[src/rtl/i2cm_pkg.sv]
package i2cm_pkg;

  // Bus sequencer phases
  typedef enum logic [3:0] {
    PH_IDLE      = 4'd0,
    PH_START_A   = 4'd1,
    PH_START_B   = 4'd2,
    PH_TX_SETUP  = 4'd3,
    PH_TX_HIGH   = 4'd4,
    PH_TX_LOW    = 4'd5,
    PH_ACK_SETUP = 4'd6,
    PH_ACK_HIGH  = 4'd7,
    PH_ACK_POLL  = 4'd8,
    PH_RX_LOW    = 4'd9,
    PH_RX_HIGH   = 4'd10,
    PH_MACK_LOW  = 4'd11,
    PH_MACK_HIGH = 4'd12,
    PH_STOP_LOW  = 4'd13,
    PH_STOP_HIGH = 4'd14,
    PH_HOLDOFF   = 4'd15
  } phase_t;

  // Request operation codes
  localparam logic [1:0] OP_TICK  = 2'd0;
  localparam logic [1:0] OP_WRITE = 2'd1;
  localparam logic [1:0] OP_READ  = 2'd2;

  // Byte step within a transaction
  localparam logic [1:0] STEP_ADDR = 2'd0;
  localparam logic [1:0] STEP_REG  = 2'd1;
  localparam logic [1:0] STEP_DATA = 2'd2;
  localparam logic [1:0] STEP_RX   = 2'd3;

  // Configuration register indexes
  localparam logic [1:0] CFG_TICKS_PER_US  = 2'd0;
  localparam logic [1:0] CFG_ACK_POLL_LIM  = 2'd1;
  localparam logic [1:0] CFG_WR_HOLDOFF_US = 2'd2;

  localparam logic [9:0]  TICKS_PER_US_RST  = 10'd168;
  localparam logic [7:0]  ACK_POLL_LIM_RST  = 8'd250;
  localparam logic [15:0] WR_HOLDOFF_US_RST = 16'd10000;

  localparam int DLY_W = 27;

  typedef struct packed {
    logic [1:0] operation;
    logic [6:0] dev_addr;
    logic [7:0] reg_addr;
    logic [7:0] wr_data;
    logic [7:0] read_count;
    logic       sda_in;
  } in_item_t;

  typedef struct packed {
    logic        scl_out;
    logic        sda_out;
    logic        sda_drive_en;
    logic        busy_res;
    logic [7:0]  rd_data;
    logic        rd_valid;
    logic        rd_last;
    logic        done_res;
    logic        nack_error;
    logic [31:0] error_count;
  } res_t;

  // Phase durations in ticks, already clamped to at least one
  typedef struct packed {
    logic [7:0]       ack_limit;
    logic [DLY_W-1:0] t4;
    logic [DLY_W-1:0] t2;
    logic [DLY_W-1:0] t1;
    logic [DLY_W-1:0] thold;
  } cfg_t;

endpackage

[src/rtl/i2c_master_register_access_unit.sv]
// I2C master for single-register writes and multi-byte register reads.
// Each input transaction is one bus tick: it carries a request code
// (tick only, register write, register read), the request fields and the
// sampled SDA level. Each input transaction produces exactly one output
// transaction with the SCL/SDA levels to drive for that tick, read bytes,
// done/abort flags and the running abort count.
// A request is taken only while the bus is idle; requests while busy are
// ignored. Ack polling aborts after ack_poll_limit + 1 high samples and sends STOP.
// The input transaction is registered, then the sequencer step writes the
// output register, which drives the output transaction.
// Throughput: one transaction per cycle while the output is not stalled; the
// sequencer state update is the loop that sets this.
// Reset (synchronous, rst_n low) returns the sequencer to idle, clears the
// abort count and loads the configuration defaults.
// When out_stall is high the finished output waits in its register; the
// input register still takes one more transaction, then in_stall rises until
// the output moves on. The user must write configuration only while idle; the block does not check this.
module i2c_master_register_access_unit
  import i2cm_pkg::*;
(
  input  logic        clk,
  input  logic        rst_n,
  // configuration write port
  input  logic        cfg_wr_en,
  input  logic [1:0]  cfg_index,
  input  logic [15:0] cfg_wr_data,
  // input channel
  input  logic        in_valid,
  output logic        in_stall,
  input  logic [1:0]  in_operation,
  input  logic [6:0]  in_dev_addr,
  input  logic [7:0]  in_reg_addr,
  input  logic [7:0]  in_wr_data,
  input  logic [7:0]  in_read_count,
  input  logic        in_sda_in,
  // output channel
  output logic        out_valid,
  input  logic        out_stall,
  output logic        out_scl_out,
  output logic        out_sda_out,
  output logic        out_sda_drive_en,
  output logic        out_busy_res,
  output logic [7:0]  out_rd_data,
  output logic        out_rd_valid,
  output logic        out_rd_last,
  output logic        out_done_res,
  output logic        out_nack_error,
  output logic [31:0] out_error_count
);

  cfg_t     cfg;
  in_item_t in_item_r;
  logic     in_vld_r;
  res_t     seq_res;
  res_t     out_r;
  logic     out_vld_r;
  logic     in_acc;
  logic     adv;

  // Sequencer steps when an item is held and the output register is free
  assign adv      = in_vld_r && (!out_vld_r || !out_stall);
  assign in_stall = in_vld_r && !adv;
  assign in_acc   = in_valid && !in_stall;

  always_ff @(posedge clk) begin
    if (!rst_n) begin
      in_vld_r <= 1'b0;
    end else if (in_acc) begin
      in_vld_r <= 1'b1;
    end else if (adv) begin
      in_vld_r <= 1'b0;
    end
  end

  always_ff @(posedge clk) begin
    if (in_acc) begin
      in_item_r.operation  <= in_operation;
      in_item_r.dev_addr   <= in_dev_addr;
      in_item_r.reg_addr   <= in_reg_addr;
      in_item_r.wr_data    <= in_wr_data;
      in_item_r.read_count <= in_read_count;
      in_item_r.sda_in     <= in_sda_in;
    end
  end

  i2cm_cfg u_cfg (
    .clk         (clk),
    .rst_n       (rst_n),
    .cfg_wr_en   (cfg_wr_en),
    .cfg_index   (cfg_index),
    .cfg_wr_data (cfg_wr_data),
    .cfg         (cfg)
  );

  i2cm_seq u_seq (
    .clk   (clk),
    .rst_n (rst_n),
    .step  (adv),
    .item  (in_item_r),
    .cfg   (cfg),
    .res   (seq_res)
  );

  // Output register
  always_ff @(posedge clk) begin
    if (!rst_n) begin
      out_vld_r <= 1'b0;
    end else if (adv) begin
      out_vld_r <= 1'b1;
    end else if (!out_stall) begin
      out_vld_r <= 1'b0;
    end
  end

  always_ff @(posedge clk) begin
    if (adv) out_r <= seq_res;
  end

  assign out_valid        = out_vld_r;
  assign out_scl_out      = out_r.scl_out;
  assign out_sda_out      = out_r.sda_out;
  assign out_sda_drive_en = out_r.sda_drive_en;
  assign out_busy_res     = out_r.busy_res;
  assign out_rd_data      = out_r.rd_data;
  assign out_rd_valid     = out_r.rd_valid;
  assign out_rd_last      = out_r.rd_last;
  assign out_done_res     = out_r.done_res;
  assign out_nack_error   = out_r.nack_error;
  assign out_error_count  = out_r.error_count;

  // A finished transaction never shows a byte at the same tick
  a_done_no_rd: assert property (@(posedge clk) disable iff (!rst_n)
    out_valid && out_done_res |-> !out_rd_valid && !out_busy_res)
    else $error("done together with read byte or busy");

  a_nack_done: assert property (@(posedge clk) disable iff (!rst_n)
    out_valid && out_nack_error |-> out_done_res)
    else $error("abort flag without done");

  // Released SDA reads back as high
  a_release_high: assert property (@(posedge clk) disable iff (!rst_n)
    out_valid && !out_sda_drive_en |-> out_sda_out)
    else $error("SDA low while released");

  // A full output register with stall holds the input side back
  a_backpressure: assert property (@(posedge clk) disable iff (!rst_n)
    out_vld_r && out_stall && in_vld_r |-> in_stall)
    else $error("sequencer stepped into a stalled output");

endmodule

[src/rtl/i2cm_cfg.sv]
module i2cm_cfg
  import i2cm_pkg::*;
(
  input  logic        clk,
  input  logic        rst_n,
  input  logic        cfg_wr_en,
  input  logic [1:0]  cfg_index,
  input  logic [15:0] cfg_wr_data,
  output cfg_t        cfg
);

  logic [9:0]       tpu_r;
  logic [7:0]       ack_lim_r;
  logic [15:0]      hold_us_r;
  logic [DLY_W-1:0] t4_r, t2_r, t1_r, thold_r;
  logic [DLY_W-1:0] t4_nxt, t2_nxt, t1_nxt, thold_nxt;
  logic [25:0]      hold_prod;

  always_ff @(posedge clk) begin
    if (!rst_n) begin
      tpu_r     <= TICKS_PER_US_RST;
      ack_lim_r <= ACK_POLL_LIM_RST;
      hold_us_r <= WR_HOLDOFF_US_RST;
    end else if (cfg_wr_en) begin
      unique case (cfg_index)
        CFG_TICKS_PER_US:  tpu_r     <= cfg_wr_data[9:0];
        CFG_ACK_POLL_LIM:  ack_lim_r <= cfg_wr_data[7:0];
        CFG_WR_HOLDOFF_US: hold_us_r <= cfg_wr_data;
        default: ;
      endcase
    end
  end

  // Durations follow config in the next cycle; the user must change config only while idle (not enforced).
  assign hold_prod = 26'(hold_us_r) * 26'(tpu_r);

  always_comb begin
    t1_nxt    = {{(DLY_W-10){1'b0}}, tpu_r};
    t2_nxt    = {{(DLY_W-11){1'b0}}, tpu_r, 1'b0};
    t4_nxt    = {{(DLY_W-12){1'b0}}, tpu_r, 2'b00};
    thold_nxt = {{(DLY_W-26){1'b0}}, hold_prod};
    if (tpu_r == '0) begin
      t1_nxt = DLY_W'(1);
      t2_nxt = DLY_W'(1);
      t4_nxt = DLY_W'(1);
    end
    if (hold_prod == '0) thold_nxt = DLY_W'(1);
  end

  always_ff @(posedge clk) begin
    t4_r    <= t4_nxt;
    t2_r    <= t2_nxt;
    t1_r    <= t1_nxt;
    thold_r <= thold_nxt;
  end

  assign cfg.ack_limit = ack_lim_r;
  assign cfg.t4        = t4_r;
  assign cfg.t2        = t2_r;
  assign cfg.t1        = t1_r;
  assign cfg.thold     = thold_r;

endmodule

[src/rtl/i2cm_seq.sv]
module i2cm_seq
  import i2cm_pkg::*;
(
  input  logic     clk,
  input  logic     rst_n,
  input  logic     step,
  input  in_item_t item,
  input  cfg_t     cfg,
  output res_t     res
);

  phase_t           phase_r, phase_nxt;
  logic [2:0]       bit_idx_r, bit_idx_nxt;
  logic [7:0]       shift_r, shift_nxt;
  logic [7:0]       bytes_left_r, bytes_left_nxt;
  logic [DLY_W-1:0] dly_r, dly_nxt;
  logic [7:0]       polls_r, polls_nxt;
  logic [6:0]       dev_r, dev_nxt;
  logic             rd_flag_r, rd_flag_nxt;
  logic [7:0]       reg_r, reg_nxt;
  logic [7:0]       data_r, data_nxt;
  logic [1:0]       stp_r, stp_nxt;
  logic             abort_r, abort_nxt;
  logic [31:0]      abort_total_r, abort_total_nxt;
  logic             last;

  function automatic logic [DLY_W-1:0] ticks_for(phase_t p, cfg_t c);
    logic [DLY_W-1:0] t;
    t = DLY_W'(1);
    case (p) inside
      PH_START_A, PH_START_B, PH_STOP_LOW, PH_STOP_HIGH: t = c.t4;
      PH_TX_SETUP, PH_TX_HIGH, PH_TX_LOW, PH_RX_LOW,
      PH_MACK_LOW, PH_MACK_HIGH:                         t = c.t2;
      PH_ACK_SETUP, PH_ACK_HIGH, PH_RX_HIGH:             t = c.t1;
      PH_HOLDOFF:                                        t = c.thold;
      default:                                           t = DLY_W'(1);
    endcase
    return t;
  endfunction

  always_comb begin
    phase_nxt       = phase_r;
    bit_idx_nxt     = bit_idx_r;
    shift_nxt       = shift_r;
    bytes_left_nxt  = bytes_left_r;
    dly_nxt         = dly_r;
    polls_nxt       = polls_r;
    dev_nxt         = dev_r;
    rd_flag_nxt     = rd_flag_r;
    reg_nxt         = reg_r;
    data_nxt        = data_r;
    stp_nxt         = stp_r;
    abort_nxt       = abort_r;
    abort_total_nxt = abort_total_r;
    res             = '0;
    res.scl_out      = 1'b1;
    res.sda_out      = 1'b1;
    res.sda_drive_en = 1'b1;
    last = (bytes_left_r <= 8'd1);

    // Latch a new request; its first bus tick is this one
    if (phase_r == PH_IDLE &&
        (item.operation == OP_WRITE || item.operation == OP_READ)) begin
      dev_nxt        = item.dev_addr;
      rd_flag_nxt    = (item.operation == OP_READ);
      reg_nxt        = item.reg_addr;
      data_nxt       = item.wr_data;
      stp_nxt        = STEP_ADDR;
      abort_nxt      = 1'b0;
      bytes_left_nxt = (item.read_count == '0) ? 8'd1 : item.read_count;
      last           = (bytes_left_nxt <= 8'd1);
      polls_nxt      = '0;
      bit_idx_nxt    = '0;
      shift_nxt      = '0;
      phase_nxt      = PH_START_A;
      dly_nxt        = ticks_for(PH_START_A, cfg);
    end

    // Line levels
    case (phase_nxt)
      PH_START_B: res.sda_out = 1'b0;
      PH_TX_SETUP, PH_TX_LOW: begin
        res.scl_out = 1'b0;
        res.sda_out = shift_nxt[7];
      end
      PH_TX_HIGH: res.sda_out = shift_nxt[7];
      PH_ACK_SETUP, PH_RX_LOW: begin
        res.scl_out      = 1'b0;
        res.sda_drive_en = 1'b0;
      end
      PH_ACK_HIGH, PH_ACK_POLL, PH_RX_HIGH: res.sda_drive_en = 1'b0;
      PH_MACK_LOW: begin
        res.scl_out = 1'b0;
        res.sda_out = last;
      end
      PH_MACK_HIGH: res.sda_out = last;
      PH_STOP_LOW: begin
        res.scl_out = 1'b0;
        res.sda_out = 1'b0;
      end
      default: ;
    endcase

    if (phase_nxt == PH_ACK_POLL) begin
      if (!item.sda_in) begin
        // slave acked: move to the next byte step
        unique case (stp_nxt)
          STEP_ADDR: begin
            stp_nxt     = STEP_REG;
            shift_nxt   = reg_nxt;
            bit_idx_nxt = '0;
            phase_nxt   = PH_TX_SETUP;
          end
          STEP_REG: begin
            if (rd_flag_nxt) begin
              stp_nxt   = STEP_RX;
              phase_nxt = PH_START_A;
            end else begin
              stp_nxt     = STEP_DATA;
              shift_nxt   = data_nxt;
              bit_idx_nxt = '0;
              phase_nxt   = PH_TX_SETUP;
            end
          end
          STEP_RX: begin
            bit_idx_nxt = '0;
            shift_nxt   = '0;
            phase_nxt   = PH_RX_LOW;
          end
          default: phase_nxt = PH_STOP_LOW;
        endcase
        dly_nxt = ticks_for(phase_nxt, cfg);
      end else if (polls_nxt >= cfg.ack_limit) begin
        abort_nxt = 1'b1;
        phase_nxt = PH_STOP_LOW;
        dly_nxt   = ticks_for(PH_STOP_LOW, cfg);
      end else begin
        polls_nxt = polls_nxt + 8'd1;
      end
    end else if (phase_nxt != PH_IDLE) begin
      if (dly_nxt != '0) dly_nxt = dly_nxt - DLY_W'(1);
      if (dly_nxt == '0) begin
        unique case (phase_nxt)
          PH_START_A: phase_nxt = PH_START_B;
          PH_START_B: begin
            shift_nxt   = {dev_nxt, (stp_nxt == STEP_RX)};
            bit_idx_nxt = '0;
            phase_nxt   = PH_TX_SETUP;
          end
          PH_TX_SETUP: phase_nxt = PH_TX_HIGH;
          PH_TX_HIGH:  phase_nxt = PH_TX_LOW;
          PH_TX_LOW: begin
            shift_nxt = {shift_nxt[6:0], 1'b0};
            if (bit_idx_nxt == 3'd7) begin
              polls_nxt = '0;
              phase_nxt = PH_ACK_SETUP;
            end else begin
              bit_idx_nxt = bit_idx_nxt + 3'd1;
              phase_nxt   = PH_TX_SETUP;
            end
          end
          PH_ACK_SETUP: phase_nxt = PH_ACK_HIGH;
          PH_ACK_HIGH:  phase_nxt = PH_ACK_POLL;
          PH_RX_LOW:    phase_nxt = PH_RX_HIGH;
          PH_RX_HIGH: begin
            // sample on the last tick of SCL high
            shift_nxt = {shift_nxt[6:0], item.sda_in};
            if (bit_idx_nxt == 3'd7) begin
              res.rd_valid = 1'b1;
              res.rd_data  = shift_nxt;
              res.rd_last  = last;
              phase_nxt    = PH_MACK_LOW;
            end else begin
              bit_idx_nxt = bit_idx_nxt + 3'd1;
              phase_nxt   = PH_RX_LOW;
            end
          end
          PH_MACK_LOW: phase_nxt = PH_MACK_HIGH;
          PH_MACK_HIGH: begin
            if (last) begin
              phase_nxt = PH_STOP_LOW;
            end else begin
              bytes_left_nxt = bytes_left_nxt - 8'd1;
              bit_idx_nxt    = '0;
              shift_nxt      = '0;
              phase_nxt      = PH_RX_LOW;
            end
          end
          PH_STOP_LOW: phase_nxt = PH_STOP_HIGH;
          PH_STOP_HIGH: begin
            if (abort_nxt) begin
              abort_total_nxt = abort_total_nxt + 32'd1;
              res.nack_error  = 1'b1;
              res.done_res    = 1'b1;
              phase_nxt       = PH_IDLE;
            end else if (!rd_flag_nxt) begin
              phase_nxt = PH_HOLDOFF;
            end else begin
              res.done_res = 1'b1;
              phase_nxt    = PH_IDLE;
            end
          end
          PH_HOLDOFF: begin
            res.done_res = 1'b1;
            phase_nxt    = PH_IDLE;
          end
          default: phase_nxt = PH_IDLE;
        endcase
        // ack poll phase runs untimed
        dly_nxt = (phase_nxt == PH_ACK_POLL) ? '0 : ticks_for(phase_nxt, cfg);
      end
    end
    if (phase_nxt == PH_IDLE) dly_nxt = '0;

    res.busy_res    = (phase_nxt != PH_IDLE);
    res.error_count = abort_total_nxt;
  end

  always_ff @(posedge clk) begin
    if (!rst_n) begin
      phase_r       <= PH_IDLE;
      bit_idx_r     <= '0;
      shift_r       <= '0;
      bytes_left_r  <= '0;
      dly_r         <= '0;
      polls_r       <= '0;
      dev_r         <= '0;
      rd_flag_r     <= 1'b0;
      reg_r         <= '0;
      data_r        <= '0;
      stp_r         <= STEP_ADDR;
      abort_r       <= 1'b0;
      abort_total_r <= '0;
    end else if (step) begin
      phase_r       <= phase_nxt;
      bit_idx_r     <= bit_idx_nxt;
      shift_r       <= shift_nxt;
      bytes_left_r  <= bytes_left_nxt;
      dly_r         <= dly_nxt;
      polls_r       <= polls_nxt;
      dev_r         <= dev_nxt;
      rd_flag_r     <= rd_flag_nxt;
      reg_r         <= reg_nxt;
      data_r        <= data_nxt;
      stp_r         <= stp_nxt;
      abort_r       <= abort_nxt;
      abort_total_r <= abort_total_nxt;
    end
  end

endmodule
[config.mk]
export PLATFORM = sky130hd
export DESIGN_NAME = i2c_master_register_access_unit
export DESIGN_NICKNAME = d
export VERILOG_FILES = /design/src/rtl/i2cm_pkg.sv /design/src/rtl/i2c_master_register_access_unit.sv /design/src/rtl/i2cm_cfg.sv /design/src/rtl/i2cm_seq.sv
export SDC_FILE = /design/constraint.sdc
export NUM_CORES = 1
export LEC_CHECK = 0
export ABC_AREA = 1
export BUFFER_PORTS_ARGS = -buffer_cell sky130_fd_sc_hd__clkbuf_2
export CORE_ASPECT_RATIO = 0.8
export CORE_MARGIN = 3
export CORE_UTILIZATION = 45
export DETAILED_ROUTE_END_ITERATION = 10
export SLEW_MARGIN = 5
export SYNTH_ARGS = -nofsm -noshare
export SYNTH_HDL_FRONTEND = slang
export SYNTH_SLANG_ARGS = --single-unit
[constraint.sdc]
create_clock -name clk -period 18 [get_ports clk]
set_input_delay 0.9 -clock clk [delete_from_list [all_inputs] [get_ports clk]]
set_output_delay 0.9 -clock clk [all_outputs]
set_load 0.1 [all_outputs]
==> metrics.txt <==
Post-synth ARST share=0%; summed negative setup slack over all endpoints=0 ns; area used by multi-input combinational logic=0.01251 mm²; highest clock frequency the design can meet=roughly 160 MHz; most frequent standard cell in the layout excluding fill and tap cells=nand2_1; Reg power frac=between 30% and 40%; core area=between 0.04 and 0.05 mm²; clock tree from TritonCTS=built; Max Cap Viol=0; required time of the critical path=roughly 19 ns; area growth from synthesis to layout=7.873%; effective utilization at floorplan=between 40% and 50%; wire length of the first global-routing pass=approximately 110000 µm; launching element type of the critical path=flip-flop; number of buffers between clock root and the deepest sink=3; NetSw=between 0.0009 and 0.001 W; number of global-route vias before repair=approximately 19000; Pre-antenna DRT Iters=6; most used cells in the layout excluding fill and tap cells=730 x nand2_1, 453 x inv_1, 274 x o21ai_0, 225 x nor2_1, 210 x a21oi_1; GRT met1 Usage=about two fifths; Port Buffer Count=106; synthesized cell area=between 0.02 and 0.025 mm²; Lkg Pwr=roughly 11 nW; total routing usage reported by global routing=25.73%; post-route cell area=between 0.02 and 0.025 mm²; internal power component=0.001315 W; number of buffers created by CTS=29; met2 usage in global routing=37.74%; Slowest Stage Delay on Critical Path=0.71 ns; number of antenna violations at the first check in global routing=0; status=finished, final reports clean; Final Cycle Share=between 30 and 40%; worst hold path class=reg2reg; antenna-violating nets left=0; Distinct cells, synth=57; die span in y=between 200 and 250 µm; arrival time at the worst endpoint=slightly below 7 ns; worst IR drop on VDD=just over 0.08 mV; GRT overflow=0; Placed Instances=3625; power density of the placed cells=roughly 97 mW/mm²; Pwr Total=approximately 0.0022 W; Storage cell area=0.006286 mm²; Synth area leader=dfxtp_1; met3 Usage GRT=approximately 4.5%; std cell rows=70; routing layer with the top usage in global route=met1; number of enable flip-flop cells after synthesis=between 80 and 90; prevailing post-synth register cell=dfxtp_1; Gates resized, CTS repair=0; final core utilization=between 40% and 50%; pin count of the biggest net entering global routing=95; cell at the root of the clock tree=clkbuf_16; biggest area contributors in the synthesized netlist=dfxtp_1 18%, nand2_1 13%, edfxtp_1 12%, fa_1 10%, inv_1 8.0%; fraction of power consumed by combinational cells=approximately two fifths; portion of total power attributed to the clock network=27.3%; layout cell share with drive strength beyond 1=about 8%; Synth Instances=roughly 3100; Post-Syn Nets=roughly 3300; Vias=20220; number of setup buffers added after CTS=0; headroom to the max-slew limit=between 30 and 40%; Synth top area share=roughly 18%; clock transition time at the flip-flop clock pins of the worst setup and hold paths=about 0.07 ns; CP top delay family=simple AND/OR/NAND/NOR gates; full die area=0.04995 mm²; final number of max-transition violations=0; boundary pin count=107; DR DRC count=0; die width=around 250 µm; Post-Place Cell Area=roughly 0.022 mm²; Seq cells post-synth=approximately 270; proportion of total power due to net switching=between 40% and 50%; post-layout min period=between 6 and 7 ns; number of buffer and inverter stages on the critical path=3; HPWL Detailed=about 48000 µm; final setup fails=0; crit path max-delay cell type=buf_4; final hold vios=0; type of the worst setup path=reg2reg; Antenna diodes=0; setup repair after global routing missed its margin=no; crit path max fanout=94; Synth Warn #=0; clock latency at the later pin of the worst-skew pair=between 0.5 and 0.6 ns; post-DR vias/cell=5.496; H-Tree Depth=1; final standard cell count with taps included and fillers excluded=about 3700; endpoint type of the worst setup path=flip-flop; global placer's final weighted congestion=approximately 1; quantity of hold-fixing buffers added after cts=0; critical-path cell list=nor2_4 -> nand3_4 -> nand2_1 -> ha_1 -> nand3_2 -> inv_2 -> nand2_2 -> nor2_4 -> nand2_2 -> nand3_1 -> nand2_1 -> nor2_1 -> nand2_1 -> nor2_4 -> nand2_4 -> inv_2 -> buf_4 -> o21ai_0 -> o211ai_1 -> nand3_1 -> a21oi_1; total wire length=around 66000 µm; sequential area share after synthesis=roughly 30%; clock tree skew after final layout=approximately 0.010 ns; detailed router's first-iteration violation count=about 2100; routed wirelength normalized by instance count=17.90 µm; mean instance size in the synthesized netlist=~7.0 µm²; slew at the pin with the worst max-slew slack=~1.0 ns; filler cell count=between 4000 and 5000; sink count of the clock tree=273; post-layout net count=roughly 3300
-- power by group through the flow --
stage	sequential, W	clock, W	combinational (W)
after global routing	0.000736	0.000652	0.000996
after global placement	0.000742	0	0.000874
after floorplan	0.000759	0	0.000619
after CTS	0.000729	0.000624	0.000881
final	0.000730	0.000609	0.000894
after detailed placement	0.000742	0	0.000875
-- layer usage --
| metal | routed length (µm) | part of all wire, % |
|---|---|---|
| met1 | 31910 | 48 |
| met2 | 27460 | 42 |
| met3 | 5333 | 8.1 |
| met4 | 1148 | 1.7 |
| met5 | 0 | 0 |
-- sequential cells by signal, indices dropped and copies added, names as in the netlist, 2 cells and up --
register and count:
u_cfg.ack_lim_r 8, u_seq.dly_r 27, u_cfg.hold_us_r 16, u_cfg.tpu_r 10
u_seq.bit_idx_r 3, out_error_count 32, u_seq.shift_r 8, u_seq.reg_r 8
u_cfg.thold_r 26, u_seq.data_r 8, u_seq.dev_r 7, u_seq.phase_r 4
u_seq.abort_total_r 32, in_item_r 34, u_seq.stp_r 2, out_rd_data 8
u_cfg.t1_r 10, u_seq.bytes_left_r 8, u_seq.polls_r 8
-- worst reg2reg max path, cell delays in order (launching register included) --
cell	delay (ns)
dfxtp_1	0.39
nor2_4	0.49
nand3_4	0.60
nand2_1	0.43
ha_1	0.36
nand3_2	0.19
inv_2	0.17
nand2_2	0.11
nor2_4	0.11
nand2_2	0.30
nand3_1	0.29
nand2_1	0.11
nor2_1	0.14
nand2_1	0.10
nor2_4	0.55
nand2_4	0.42
inv_2	0.21
buf_4	0.71
o21ai_0	0.24
o211ai_1	0.14
nand3_1	0.12
a21oi_1	0.16
-- metrics by stage --
step	worst slack, ns	hold WS, ns
4_1_cts	11.73	0.4539
3_3_place_gp	11.91	0.4387
6_report	11.59	0.4517
2_1_floorplan	12.15	0.4034
5_1_grt	11.04	0.4605
3_5_place_dp	11.74	0.4475
-- cell families (layout without fill, tap and decap cells) --
logic type,count (synthesis),after routing,synth area share [%]
AOI/OAI and AO/OA,602,602,15.30
xor gates and xnor gates,51,51,2.099
adders and majority gates,185,185,14.76
buffers and inverters,633,647,11.75
DFF,273,273,29.54
muxes,4,4,0.1882
and+or+nand+nor,1305,1305,26.37
-- cells in the mapped netlist, types with 2 or more instances --
| master | n |
|---|---|
| a21o_1 | 4 |
| o31ai_1 | 4 |
| buf_1 | 13 |
| nor4_1 | 21 |
| ha_1 | 75 |
| inv_1 | 455 |
| nor2_2 | 8 |
| o21bai_1 | 3 |
| nand2_2 | 14 |
| a221oi_1 | 2 |
| mux2i_1 | 4 |
| nand3b_1 | 3 |
| edfxtp_1 | 82 |
| xor2_1 | 37 |
| nand3_4 | 2 |
| fa_1 | 110 |
| o22ai_1 | 4 |
| nor3_1 | 25 |
| a21oi_1 | 210 |
| nand3_1 | 197 |
| nand2_1 | 730 |
| buf_6 | 12 |
| buf_2 | 15 |
| nor2_4 | 9 |
| o221ai_1 | 9 |
| o21ai_1 | 21 |
| a31oi_1 | 15 |
| nor2_1 | 227 |
| nand4_1 | 45 |
| o211ai_1 | 46 |
| xnor2_1 | 14 |
| nand3_2 | 4 |
| dfxtp_1 | 191 |
| buf_4 | 4 |
| or2_2 | 12 |
| clkinv_1 | 4 |
| o21ai_0 | 274 |
| inv_2 | 7 |
| clkbuf_1 | 123 |
-- path summary, 6_finish.rpt --
check / slack, ns / depth (start not counted) / endpoint / start
setup / recovery: 11.59 / 21 / u_seq.shift_r[0]$_SDFFE_PN0P_ / u_seq.phase_r[2]$_SDFFE_PN0P_
setup reg to reg: 11.59 / 21 / u_seq.shift_r[0]$_SDFFE_PN0P_ / u_seq.phase_r[2]$_SDFFE_PN0P_
hold reg to reg: 0.45 / 2 / u_seq.reg_r[2]$_SDFFE_PN0P_ / u_seq.reg_r[2]$_SDFFE_PN0P_
hold / removal: 0.45 / 2 / u_seq.reg_r[2]$_SDFFE_PN0P_ / u_seq.reg_r[2]$_SDFFE_PN0P_
-- area by class of cell --
cell class / instances / area share (%)
timing repair buffer: 127 / 2.998
multi-input combinational: 2147 / 54.49
sequential: 273 / 27.38
inverter: 466 / 7.625
tap: 612 / 3.336
clock inverter: 13 / 0.6323
clock buffer: 41 / 3.532
Power figures use the tool's default switching activity.
